--- src/hw/rtl/mie_pkg.sv ---
// ----------------------------------------------------------------------------
// Modular inverse package
// Shared widths, control word layout and the sequencer microprogram.
// ----------------------------------------------------------------------------
package mie_pkg;

  // Operand width of value, modulus, inverse and divisor.
  localparam int DATA_WIDTH = 31;
  // Signed coefficient width: partial products reach twice the modulus.
  localparam int COEF_WIDTH = DATA_WIDTH + 2;
  // Shift count width: the alignment shift stays below DATA_WIDTH.
  localparam int SHIFT_WIDTH = $clog2(DATA_WIDTH);
  // Program counter width: eight microprogram steps.
  localparam int PC_WIDTH = 3;

  typedef logic [DATA_WIDTH-1:0]         data_t;
  typedef logic signed [COEF_WIDTH-1:0]  coef_t;
  typedef logic [SHIFT_WIDTH-1:0]        shift_t;
  typedef logic [PC_WIDTH-1:0]           pc_t;

  // Datapath operations selected by the control word.
  typedef enum logic [2:0] {
    OP_LOAD,
    OP_INIT,
    OP_ALIGN,
    OP_SUB,
    OP_SWAP,
    OP_FIX_SIGN,
    OP_FIX_RANGE,
    OP_EMIT
  } op_e;

  // Jump conditions; a step falls through to the next one when false.
  typedef enum logic [2:0] {
    CND_NONE,
    CND_ALWAYS,
    CND_NO_BEAT,
    CND_B_ZERO,
    CND_CAN_ALIGN,
    CND_K_NZ,
    CND_OUT_FULL
  } cond_e;

  typedef struct packed {
    op_e   op;
    cond_e cond;
    pc_t   target;
  } ctrl_t;

  // Status flags from the datapath back to the sequencer.
  typedef struct packed {
    logic b_zero;
    logic can_align;
    logic k_nz;
  } status_t;

  // Microprogram step addresses.
  localparam pc_t STEP_IDLE  = pc_t'(0);
  localparam pc_t STEP_TEST  = pc_t'(1);
  localparam pc_t STEP_ALIGN = pc_t'(2);
  localparam pc_t STEP_SUB   = pc_t'(3);
  localparam pc_t STEP_SWAP  = pc_t'(4);
  localparam pc_t STEP_FIX1  = pc_t'(5);
  localparam pc_t STEP_FIX2  = pc_t'(6);
  localparam pc_t STEP_EMIT  = pc_t'(7);

  // Control store. The last step falls through to the idle step by wrap.
  function automatic ctrl_t mie_rom(input pc_t pc);
    ctrl_t w;
    w = '{op: OP_LOAD, cond: CND_ALWAYS, target: STEP_IDLE};
    unique case (pc)
      STEP_IDLE:  w = '{op: OP_LOAD,      cond: CND_NO_BEAT,   target: STEP_IDLE};
      STEP_TEST:  w = '{op: OP_INIT,      cond: CND_B_ZERO,    target: STEP_FIX1};
      STEP_ALIGN: w = '{op: OP_ALIGN,     cond: CND_CAN_ALIGN, target: STEP_ALIGN};
      STEP_SUB:   w = '{op: OP_SUB,       cond: CND_K_NZ,      target: STEP_SUB};
      STEP_SWAP:  w = '{op: OP_SWAP,      cond: CND_ALWAYS,    target: STEP_TEST};
      STEP_FIX1:  w = '{op: OP_FIX_SIGN,  cond: CND_NONE,      target: STEP_IDLE};
      STEP_FIX2:  w = '{op: OP_FIX_RANGE, cond: CND_NONE,      target: STEP_IDLE};
      STEP_EMIT:  w = '{op: OP_EMIT,      cond: CND_OUT_FULL,  target: STEP_EMIT};
      default:    w = '{op: OP_LOAD,      cond: CND_ALWAYS,    target: STEP_IDLE};
    endcase
    return w;
  endfunction

endpackage

--- src/hw/rtl/mie_in_if.sv ---
// ----------------------------------------------------------------------------
// Modular inverse input channel
// Valid/ready channel carrying one value and modulus per beat.
// ----------------------------------------------------------------------------
interface mie_in_if;
  import mie_pkg::*;

  logic  valid;
  logic  ready;
  data_t value;
  data_t modulus;

  modport source (output valid, value, modulus, input ready);
  modport sink (input valid, value, modulus, output ready);

endinterface

--- src/hw/rtl/mie_out_if.sv ---
// ----------------------------------------------------------------------------
// Modular inverse output channel
// Valid/ready channel carrying one inverse and gcd per beat.
// ----------------------------------------------------------------------------
interface mie_out_if;
  import mie_pkg::*;

  logic  valid;
  logic  ready;
  data_t inverse;
  data_t divisor;

  modport source (output valid, inverse, divisor, input ready);
  modport sink (input valid, inverse, divisor, output ready);

endinterface

--- src/hw/rtl/mie_datapath.sv ---
// ----------------------------------------------------------------------------
// Modular inverse datapath
// Remainder pair, coefficient pair and shift-subtract divider registers,
// driven one operation per cycle by the sequencer's control word.
// ----------------------------------------------------------------------------
module mie_datapath (
  input  logic            clk_i,
  input  mie_pkg::op_e    op_i,
  input  mie_pkg::data_t  value_i,
  input  mie_pkg::data_t  modulus_i,
  output mie_pkg::status_t status_o,
  output mie_pkg::data_t  inverse_o,
  output mie_pkg::data_t  divisor_o
);
  import mie_pkg::*;

  // a: remainder being divided (old r); b: divisor (r); d: aligned divisor.
  data_t  a_q, a_d;
  data_t  b_q, b_d;
  data_t  d_q, d_d;
  data_t  m_q, m_d;
  // sa, sb: coefficients of value for a and b; t: quotient times sb so far.
  coef_t  sa_q, sa_d;
  coef_t  sb_q, sb_d;
  coef_t  t_q, t_d;
  shift_t k_q, k_d;

  logic [DATA_WIDTH:0] d_dbl;
  logic                can_align;
  logic                fits;
  coef_t               t_dbl;
  coef_t               m_ext;

  // Divider helpers: alignment test, subtract test and Horner doubling.
  assign d_dbl     = {d_q, 1'b0};
  assign can_align = d_dbl <= {1'b0, a_q};
  assign fits      = d_q <= a_q;
  assign t_dbl     = t_q <<< 1;
  assign m_ext     = $signed({{(COEF_WIDTH-DATA_WIDTH){1'b0}}, m_q});

  // Next-state logic for each datapath operation.
  always_comb begin
    a_d  = a_q;
    b_d  = b_q;
    d_d  = d_q;
    m_d  = m_q;
    sa_d = sa_q;
    sb_d = sb_q;
    t_d  = t_q;
    k_d  = k_q;
    unique case (op_i)
      OP_LOAD: begin
        a_d  = modulus_i;
        b_d  = value_i;
        m_d  = modulus_i;
        sa_d = '0;
        sb_d = coef_t'(1);
      end
      OP_INIT: begin
        d_d = b_q;
        k_d = '0;
        t_d = '0;
      end
      OP_ALIGN: begin
        if (can_align) begin
          d_d = d_dbl[DATA_WIDTH-1:0];
          k_d = k_q + shift_t'(1);
        end
      end
      OP_SUB: begin
        if (fits) begin
          a_d = a_q - d_q;
          t_d = t_dbl + sb_q;
        end else begin
          t_d = t_dbl;
        end
        if (k_q != '0) begin
          d_d = d_q >> 1;
          k_d = k_q - shift_t'(1);
        end
      end
      OP_SWAP: begin
        a_d  = b_q;
        b_d  = a_q;
        sa_d = sb_q;
        sb_d = sa_q - t_q;
      end
      OP_FIX_SIGN: begin
        if (sa_q[COEF_WIDTH-1]) begin
          sa_d = sa_q + m_ext;
        end
      end
      OP_FIX_RANGE: begin
        if (m_q == '0) begin
          sa_d = '0;
        end else if (sa_q >= m_ext) begin
          sa_d = sa_q - m_ext;
        end
      end
      OP_EMIT: begin
      end
      default: begin
      end
    endcase
  end

  // Working registers carry no reset; every item starts with a load.
  always_ff @(posedge clk_i) begin
    a_q  <= a_d;
    b_q  <= b_d;
    d_q  <= d_d;
    m_q  <= m_d;
    sa_q <= sa_d;
    sb_q <= sb_d;
    t_q  <= t_d;
    k_q  <= k_d;
  end

  // Status back to the sequencer and results to the output register.
  assign status_o.b_zero    = (b_q == '0);
  assign status_o.can_align = can_align;
  assign status_o.k_nz      = (k_q != '0);
  assign inverse_o          = sa_q[DATA_WIDTH-1:0];
  assign divisor_o          = a_q;

endmodule

--- src/hw/rtl/modular_inverse_ext_euclid.sv ---
// Run time is data dependent: each Euclid step runs the zero test, the alignment
// shifts, the subtract steps and the swap, around load, sign fix, range fix and emit.
// One item at a time: a new beat is taken only in the idle step, after the
// previous result has been emitted into the output register.
// Reset (asynchronous, active low) returns the sequencer to idle and empties
// the output register; the datapath registers are not reset.
// ----------------------------------------------------------------------------
// Modular inverse by extended Euclid
// Microcoded sequencer over a shift-subtract Euclid datapath, with a
// registered output beat holding the reduced coefficient and the gcd.
// ----------------------------------------------------------------------------
module modular_inverse_ext_euclid (
  input  logic             clk_i,
  input  logic             rst_ni,
  mie_in_if.sink           in_i,
  mie_out_if.source        out_o
);
  import mie_pkg::*;

  pc_t     pc_q, pc_d;
  ctrl_t   ctrl;
  status_t status;
  logic    in_fire;
  logic    out_full;
  logic    jump;
  logic    emit;
  logic    out_valid_q, out_valid_d;
  data_t   inverse_q;
  data_t   divisor_q;
  data_t   dp_inverse;
  data_t   dp_divisor;

  // Fetch the control word for the current step.
  assign ctrl     = mie_rom(pc_q);
  assign in_fire  = in_i.valid && in_i.ready;
  assign out_full = out_valid_q && !out_o.ready;
  assign emit     = (ctrl.op == OP_EMIT) && !out_full;

  // Jump condition select.
  always_comb begin
    unique case (ctrl.cond)
      CND_NONE:      jump = 1'b0;
      CND_ALWAYS:    jump = 1'b1;
      CND_NO_BEAT:   jump = !in_fire;
      CND_B_ZERO:    jump = status.b_zero;
      CND_CAN_ALIGN: jump = status.can_align;
      CND_K_NZ:      jump = status.k_nz;
      CND_OUT_FULL:  jump = out_full;
      default:       jump = 1'b1;
    endcase
  end

  // Next step and output beat state.
  always_comb begin
    pc_d        = jump ? ctrl.target : pc_q + pc_t'(1);
    out_valid_d = out_valid_q;
    if (out_valid_q && out_o.ready) begin
      out_valid_d = 1'b0;
    end
    if (emit) begin
      out_valid_d = 1'b1;
    end
  end

  always_ff @(posedge clk_i or negedge rst_ni) begin
    if (!rst_ni) begin
      pc_q        <= STEP_IDLE;
      out_valid_q <= 1'b0;
    end else begin
      pc_q        <= pc_d;
      out_valid_q <= out_valid_d;
    end
  end

  // Output payload register.
  always_ff @(posedge clk_i) begin
    if (emit) begin
      inverse_q <= dp_inverse;
      divisor_q <= dp_divisor;
    end
  end

  mie_datapath u_datapath (
    .clk_i     (clk_i),
    .op_i      (ctrl.op),
    .value_i   (in_i.value),
    .modulus_i (in_i.modulus),
    .status_o  (status),
    .inverse_o (dp_inverse),
    .divisor_o (dp_divisor)
  );

  assign in_i.ready    = (pc_q == STEP_IDLE);
  assign out_o.valid   = out_valid_q;
  assign out_o.inverse = inverse_q;
  assign out_o.divisor = divisor_q;

`ifndef SYNTHESIS
  // An accepted beat always starts the Euclid loop on the next cycle.
  assert property (@(posedge clk_i) disable iff (!rst_ni)
    in_fire |=> pc_q == STEP_TEST)
    else $error("sequencer did not start after input beat");

  // The sequencer leaves idle only through an input beat.
  assert property (@(posedge clk_i) disable iff (!rst_ni)
    (pc_q == STEP_IDLE) && !in_fire |=> pc_q == STEP_IDLE)
    else $error("sequencer left idle without an input beat");

  // Reaching the emit step with room in the output register yields a beat.
  assert property (@(posedge clk_i) disable iff (!rst_ni)
    (pc_q == STEP_EMIT) && !out_full |=> out_valid_q && (pc_q == STEP_IDLE))
    else $error("result not presented after emit step");

  // A remainder swap never happens with a zero divisor.
  assert property (@(posedge clk_i) disable iff (!rst_ni)
    (pc_q == STEP_SWAP) |-> !status.b_zero)
    else $error("Euclid step ran with zero divisor");
`endif

endmodule
--- src/flat_wrapper.sv ---
// flat-port wrapper written by rule: the top's interface ports become plain ports
module modular_inverse_ext_euclid_flat import mie_pkg::*;
  (clk_i, rst_ni, in_i_valid, in_i_value, in_i_modulus, in_i_ready, out_o_valid, out_o_inverse, out_o_divisor, out_o_ready);
  mie_in_if in_i_i ();
  mie_out_if out_o_i ();
  input  logic clk_i;
  input  logic rst_ni;
  input wire logic [$bits(in_i_i.valid)-1:0] in_i_valid;
  input wire logic [$bits(in_i_i.value)-1:0] in_i_value;
  input wire logic [$bits(in_i_i.modulus)-1:0] in_i_modulus;
  output wire logic [$bits(in_i_i.ready)-1:0] in_i_ready;
  output wire logic [$bits(out_o_i.valid)-1:0] out_o_valid;
  output wire logic [$bits(out_o_i.inverse)-1:0] out_o_inverse;
  output wire logic [$bits(out_o_i.divisor)-1:0] out_o_divisor;
  input wire logic [$bits(out_o_i.ready)-1:0] out_o_ready;
  assign in_i_i.valid = in_i_valid;
  assign in_i_i.value = in_i_value;
  assign in_i_i.modulus = in_i_modulus;
  assign in_i_ready = in_i_i.ready;
  assign out_o_valid = out_o_i.valid;
  assign out_o_inverse = out_o_i.inverse;
  assign out_o_divisor = out_o_i.divisor;
  assign out_o_i.ready = out_o_ready;
  modular_inverse_ext_euclid u_core (.clk_i(clk_i), .rst_ni(rst_ni), .in_i(in_i_i), .out_o(out_o_i));
endmodule
--- config.mk ---
export PLATFORM = sky130hd
export DESIGN_NAME = modular_inverse_ext_euclid_flat
export DESIGN_NICKNAME = d
export VERILOG_FILES = /design/src/hw/rtl/mie_pkg.sv /design/src/hw/rtl/mie_in_if.sv /design/src/hw/rtl/mie_out_if.sv /design/src/hw/rtl/mie_datapath.sv /design/src/hw/rtl/modular_inverse_ext_euclid.sv /design/src/flat_wrapper.sv
export SDC_FILE = /design/constraint.sdc
export NUM_CORES = 1
export LEC_CHECK = 0
export ABC_AREA = 1
export BUFFER_PORTS_ARGS = -buffer_cell sky130_fd_sc_hd__buf_2
export CORE_ASPECT_RATIO = 2
export CORE_MARGIN = 2
export CORE_UTILIZATION = 40
export CTS_CLUSTER_DIAMETER = 200
export DETAILED_ROUTE_END_ITERATION = 7
export PLACE_DENSITY = 0.61
export SLEW_MARGIN = 30
export SYNTH_ARGS = -nofsm -noshare
export SYNTH_HDL_FRONTEND = slang
export SYNTH_HIERARCHICAL = 1
export SYNTH_SLANG_ARGS = --single-unit
export TNS_END_PERCENT = 5
--- constraint.sdc ---
create_clock -name clk_i -period 5.75 [get_ports clk_i]
set_input_delay 0.8625 -clock clk_i [delete_from_list [all_inputs] [get_ports clk_i]]
set_output_delay 0.8625 -clock clk_i [all_outputs]
set_load 0.02 [all_outputs]
==> results of run 1 <==
-- cells in the final DEF, fill, tap and decap left out, drive strengths merged, types with 3 or more instances in the layout --
cell      count
clkbuf       38
ha          194
o211ai       13
dfrtp         4
bufinv        8
o221ai       16
nand2       839
nand3       239
clkinv        7
and2          8
a21boi        6
a22o          3
inv         457
xnor2        15
o21bai       36
fa            6
nor2        361
o22ai         3
o21a         11
nor4         18
buf         146
a21oi       239
a22oi        18
or2           8
xor2         17
o21ai       219
nor3         40
nand3b       10
nand4        37
edfxtp      290
clkinvlp      3
a21o          9
-- metrics by stage --
step	setup WS, ns	hold slack [ns]	cells
6_report	2.28	0.103	4090
5_1_grt	1.97	0.0968	4090
4_1_cts	2.33	0.0801	4090
3_5_place_dp	2.35	0.494	4032
3_3_place_gp	2.36	0.483	4030
2_1_floorplan	1.16	0.426	3214
-- worst max path at each step --
stage	start	to	slack, ns	cells after the start
final	u_core/u_datapath/divisor_o[26]$_DFFE_PP_	u_core/u_datapath/divisor_o[18]$_DFFE_PP_	2.28	10
after global routing	u_core/u_datapath/d_q[18]$_DFFE_PP_	u_core/u_datapath/divisor_o[7]$_DFFE_PP_	1.97	13
after CTS	u_core/u_datapath/d_q[18]$_DFFE_PP_	u_core/u_datapath/divisor_o[11]$_DFFE_PP_	2.33	13
after detailed placement	u_core/u_datapath/d_q[18]$_DFFE_PP_	u_core/u_datapath/divisor_o[15]$_DFFE_PP_	2.35	13
after global placement	u_core/u_datapath/divisor_o[18]$_DFFE_PP_	u_core/u_datapath/divisor_o[15]$_DFFE_PP_	2.36	12
after floorplan	u_core/pc_q[0]$_DFFE_PN0P_	u_core/u_datapath/sa_q[0]$_DFFE_PP_	1.16	5
-- kinds of logic (layout without fill, tap and decap cells) --
group / Yosys count / in the layout / synth area share [%]
AND/OR/NAND/NOR: 1560 / 1560 / 27.6
AO/OA/AOI/OAI: 577 / 577 / 13.6
buffers and inverters: 551 / 659 / 9.51
flip-flops: 294 / 294 / 37.3
adder cells (fa/ha/maj): 200 / 200 / 10.8
XOR/XNOR: 32 / 32 / 1.19
-- flip-flops by register name, summed over array words and instances, names as in the netlist --
| register | flops |
|---|---|
| u_core/u_datapath/m_q | 31 |
| u_core/u_datapath/d_q | 31 |
| u_core/u_datapath/sb_q | 33 |
| u_core/u_datapath/t_q | 33 |
| u_core/pc_q | 3 |
| u_core/u_datapath/divisor_o | 31 |
| u_core/out_o.valid | 1 |
| u_core/u_datapath/b_q | 31 |
| u_core/u_datapath/sa_q | 33 |
| u_core/u_datapath/k_q | 5 |
| u_core/out_o.inverse | 31 |
| u_core/out_o.divisor | 31 |
-- area by class of cell --
cell class	count	area [µm²]
fill	6145	32600
multi-input combinational	2369	12600
sequential	294	8810
inverter	455	1710
tap	768	961
clock buffer	38	866
timing repair buffer	146	810
clock inverter	20	334
-- critical path, stage by stage (launching register included) --
cell      delay, ns
edfxtp_1       0.46
ha_1           0.41
nand2_1        0.15
o21ai_0        0.38
nand3_1        0.12
a21oi_1        0.17
nor2_1         0.12
nand2_4        0.44
nand2_1        0.27
nand2_1        0.12
buf_4          0.45
-- per-layer routing --
metal	vias to the layer above	GRT usage, %	share of wire [%]
met5	-	0	0
met4	0	15.3	6.3
met3	193	2.66	6.1
met2	868	48.6	47
met1	10400	36.4	41
li1	10900	-	-
==> flow_metrics.env, run 1 <==
export IMPL_yosysUniqueCellTypes=45
export IMPL_diodes=0
export IMPL_gp_congestion=0.996
export IMPL_status="complete, no violations"
export IMPL_grt_max_degree=79
export IMPL_regToRegStartpoint="u_core/u_datapath/divisor_o[26]$_DFFE_PP_"
export IMPL_die_h_um=348
export IMPL_ys_warn_count=6
export IMPL_ios=130
export IMPL_clock_fmax_ghz=0.288
export IMPL_grt_pass1_vias=21700
export IMPL_hold_violations=0
export IMPL_syn_area_um2=23600
export IMPL_grt_usage_pct=28.8
export IMPL_end_kind="flop"
export IMPL_h_tree_depth=2
export IMPL_fp_dieW_um=176
export IMPL_synth_top_area_share_pct=36.9
export IMPL_setup_viol=0
export IMPL_period_share_pct=60.3
export IMPL_synth_top_cells_by_area="edfxtp_1, nand2_1, ha_1"
export IMPL_max_cap_violations=0
export IMPL_rsz0062_at_grt="false"
export IMPL_cts_resized=0
export IMPL_crit_type="flop to flop"
export IMPL_drt_total_wl_mm=89.2
export IMPL_ys_seq_area_share_pct=37.3
export IMPL_numPortBuffers=129
export IMPL_cts_inserted_buffers=34
export IMPL_yosysMostFrequentCell="nand2_1"
export IMPL_setup_tns_final_ns=0
export IMPL_synth_edff_count=290
export IMPL_overflow=0
export IMPL_ys_ff_latch=294
export IMPL_final_net_count=3566
export IMPL_synthCells=3214
export IMPL_fin_crit_ns=3.47
export IMPL_clock_path_buffers=3
export IMPL_drc=0
export IMPL_placed_cell_area_um2=24900
export IMPL_cts_setup_buffers=0
export IMPL_drt_iter0_drc=2118
export IMPL_drt_pass1_iterations=7
export IMPL_routed_via_density=5.47
export IMPL_wl_per_cell_um=21.8
export IMPL_layout_drive_gt1_share_pct=7.16
export IMPL_r2r_end="u_core/u_datapath/divisor_o[18]$_DFFE_PP_"
export IMPL_grt_pass1_wl_mm=132
export IMPL_clkTransAtPathRegs_ns=0.06
export IMPL_synthTopCellsByCount="nand2_1, inv_1, nor2_1, edfxtp_1, a21oi_1"
export IMPL_start_kind="flop"
export IMPL_root_buffer="clkbuf_16"
export IMPL_cp_max_fo=59
export IMPL_tightest_slew_ns=1.05
export IMPL_synth_ff_type="edfxtp_1"
export IMPL_avgSynthCellArea_um2=7.34
export IMPL_synthArstFlopShare_pct=1.36
export IMPL_syn_nets=3480
export IMPL_coreArea_um2=58600
export IMPL_cts_sinks=294
export IMPL_dieArea_um2=61100
export IMPL_antenna_found_initial=0
export IMPL_fin_skew_ns=0.0301
export IMPL_slew_headroom_pct=29.5
export IMPL_crit_arrival_ns=3.66
export IMPL_start_util_pct=40.2
export IMPL_vias=22400
export IMPL_final_max_slew_viol_count=0
export IMPL_utilization_pct=44.5
export IMPL_yosysTopAreaCell="edfxtp_1"
export IMPL_cts_tree="done"
export IMPL_cts_hold_fix_buffers=0
export IMPL_rows=126
export IMPL_timing_reg2reg_worst_path_depth=10
export IMPL_final_cell_area_um2=26100
export IMPL_holdCritPathClass="input pin to async pin"
export IMPL_ant_nets=0
export IMPL_area_growth_pct=10.5
export IMPL_critPathRequiredTime_ns=5.94
export IMPL_clock_latency_ns=0.56
export IMPL_hpwl_mm=71.4
export IMPL_rrSetupSlack_ns=2.28
Power of run 1 is not shown: default switching activity piles up to over one toggle a cycle in this logic, so the estimate is an artifact.
==> run 2, diff against run 1 <==
--- a/config.mk
+++ b/config.mk
@@ -12,7 +12,7 @@
 export CORE_UTILIZATION = 40
 export CTS_CLUSTER_DIAMETER = 200
 export DETAILED_ROUTE_END_ITERATION = 7
-export PLACE_DENSITY = 0.61
+export PLACE_DENSITY = 0.59
 export SLEW_MARGIN = 30
 export SYNTH_ARGS = -nofsm -noshare
 export SYNTH_HDL_FRONTEND = slang
==> constraint.sdc (replaced) <==
create_clock -name clk_i -period 3.65 [get_ports clk_i]
set_input_delay 0.5475 -clock clk_i [delete_from_list [all_inputs] [get_ports clk_i]]
set_output_delay 0.5475 -clock clk_i [all_outputs]
set_load 0.02 [all_outputs]
==> run 2 against run 1 <==
Critical path depth grew 1. Largest cell class unchanged. Core utilization shrank 0.064 points. First-iteration DRC count shrank 4.2%. Die area unchanged. Global-route usage is 0.57 points lower. Final cell count up 0.22%. Clock-buffer cell count fell by 5. Critical path type unchanged. Register-to-register slack worse by 1.9 ns.
==> flow_metrics.env, run 2 (same netlist as run 1, synthesis figures left out) <==
export IMPL_end_kind="flop"
export IMPL_cp_buffers_inverters=1
export IMPL_clkTransAtPathRegs_ns=0.07
export IMPL_hpwl_mm=70.9
export IMPL_hold_violations=0
export IMPL_grt_pass1_vias=21900
export IMPL_wl_per_cell_um=21.3
export IMPL_drt_iter0_drc=2030
export IMPL_root_buffer="clkbuf_16"
export IMPL_gp_congestion=0.987
export IMPL_grt_pass1_wl_mm=131
export IMPL_setup_viol=0
export IMPL_final_max_slew_viol_count=0
export IMPL_overflow=0
export IMPL_slew_headroom_pct=45.5
export IMPL_largestRegisters="u_core/u_datapath/sa_q x33, u_core/u_datapath/sb_q x33, u_core/u_datapath/t_q x33"
export IMPL_rows=126
export IMPL_regToRegStartpoint="u_core/u_datapath/sa_q[20]$_DFFE_PP_"
export IMPL_final_net_count=3573
export IMPL_tightest_slew_ns=0.810
export IMPL_holdCritPathClass="input pin to flop"
export IMPL_cts_sinks=294
export IMPL_cpPeakStageDelay_ns=0.50
export IMPL_area_growth_pct=10.3
export IMPL_crit_slowest_cell="a21oi_1"
export IMPL_fillCellCount=6235
export IMPL_start_util_pct=40.2
export IMPL_coreArea_um2=58600
export IMPL_min_from="in_i_modulus[7]"
export IMPL_cp_startpoint="u_core/u_datapath/sa_q[20]$_DFFE_PP_"
export IMPL_critPathRequiredTime_ns=3.93
export IMPL_clock_fmax_ghz=0.305
export IMPL_layout_drive_gt1_share_pct=7.45
export IMPL_crit_arrival_ns=3.56
export IMPL_dieArea_um2=61100
export IMPL_crit_type="flop to flop"
export IMPL_drt_pass1_iterations=6
export IMPL_max_cap_violations=0
export IMPL_setup_tns_final_ns=0
export IMPL_routed_via_density=5.47
export IMPL_vias=22400
export IMPL_rsz0062_at_grt="false"
export IMPL_h_tree_depth=1
export IMPL_grt_max_degree=68
export IMPL_multi_input_area_um2=12600
export IMPL_clock_latency_ns=0.63
export IMPL_final_cell_mix="nand2_1, inv_1, nor2_1"
export IMPL_seqCellArea_um2=8810
export IMPL_fin_skew_ns=0.0440
export IMPL_cp_max_fo=32
export IMPL_drc=0
export IMPL_numPortBuffers=129
export IMPL_die_h_um=348
export IMPL_fp_dieW_um=176
export IMPL_cts_inserted_buffers=30
export IMPL_antenna_found_initial=0
export IMPL_fin_crit_ns=3.28
export IMPL_period_share_pct=89.9
export IMPL_grt_usage_pct=28.3
export IMPL_cp_common_cell="nand2_1"
export IMPL_ios=130
export IMPL_layout_commonest_cell="nand2_1"
export IMPL_path_delay_family="compound AO/OA/AOI/OAI gates"
export IMPL_cts_tree="done"
export IMPL_drt_total_wl_mm=87.4
export IMPL_clock_path_buffers=3
export IMPL_start_kind="flop"
export IMPL_status="complete, no violations"
export IMPL_crit_chain="ha_1, a21oi_1, nand2_1, nand2_1, nand2_1, a21oi_1, nand4_1, nand3_1, nand2_1, nor2_2, buf_12"
export IMPL_ant_nets=0
[run 2: cell count changes in the layout (fill, tap and decap cells not counted), sizes merged]
cell         delta
clkbuf          -5
clkinvlp        -1
inv             -2
bufinv          -3
dlygate4sd3     +1
diode           +2
clkinv          +7
buf            +10
[run 2: final timing paths]
path / slack (ns) / cells past startpoint / end
max: 0.37 / 11 / u_core/u_datapath/sa_q[26]$_DFFE_PP_
max in group asynchronous: 3.29 / 2 / u_core/pc_q[1]$_DFF_PN0_
max reg2reg: 0.37 / 11 / u_core/u_datapath/sa_q[26]$_DFFE_PP_
min reg2reg: 0.50 / 0 / u_core/out_o.divisor[0]$_DFFE_PP_
min in group asynchronous: 0.24 / 2 / u_core/out_o.valid$_DFFE_PN0P_
min: 0.13 / 1 / u_core/u_datapath/m_q[7]$_DFFE_PN_
[run 2: cell type report]
type	instances	share of cell area (%)
antenna	2	0.0192
inverter	455	6.56
clock buffer	33	2.93
clock inverter	21	1.02
tap	768	3.69
sequential	294	33.8
timing repair buffer	157	3.55
multi-input combinational	2369	48.4
[run 2: repair_timing]
item | CTS | global route
endpoints found under the hold margin | 4 | 0
hold buffers | 1 | 0
endpoints found under the setup margin | 0 | 25
setup buffers | 0 | 0
resized for setup | 0 | 1
[run 2: per-stage QoR]
step | cells | hold WS (ns) | instance area [µm²] | util (%) | setup slack (ns)
floorplan | 3214 | 0.252 | 23600 | - | 0.0443
global placement | 4042 | 0.359 | 25000 | 42.6 | 0.138
detailed placement | 4042 | 0.357 | 25000 | 42.6 | 0.202
CTS | 4097 | 0.0975 | 26000 | 44.4 | 0.165
global route | 4097 | 0.106 | 26000 | 44.4 | 0.164
finish | 4099 | 0.126 | 26000 | 44.4 | 0.370
[run 2: layer usage]
layer	GRT usage, %	vias up	routed length, µm
met2	47.4	784	40800
met1	36.7	10600	36900
met5	0	-	0
li1	-	10900	-
met4	12.3	0	4380
met3	3.15	137	5280
Power of run 2 is left out for the same reason.
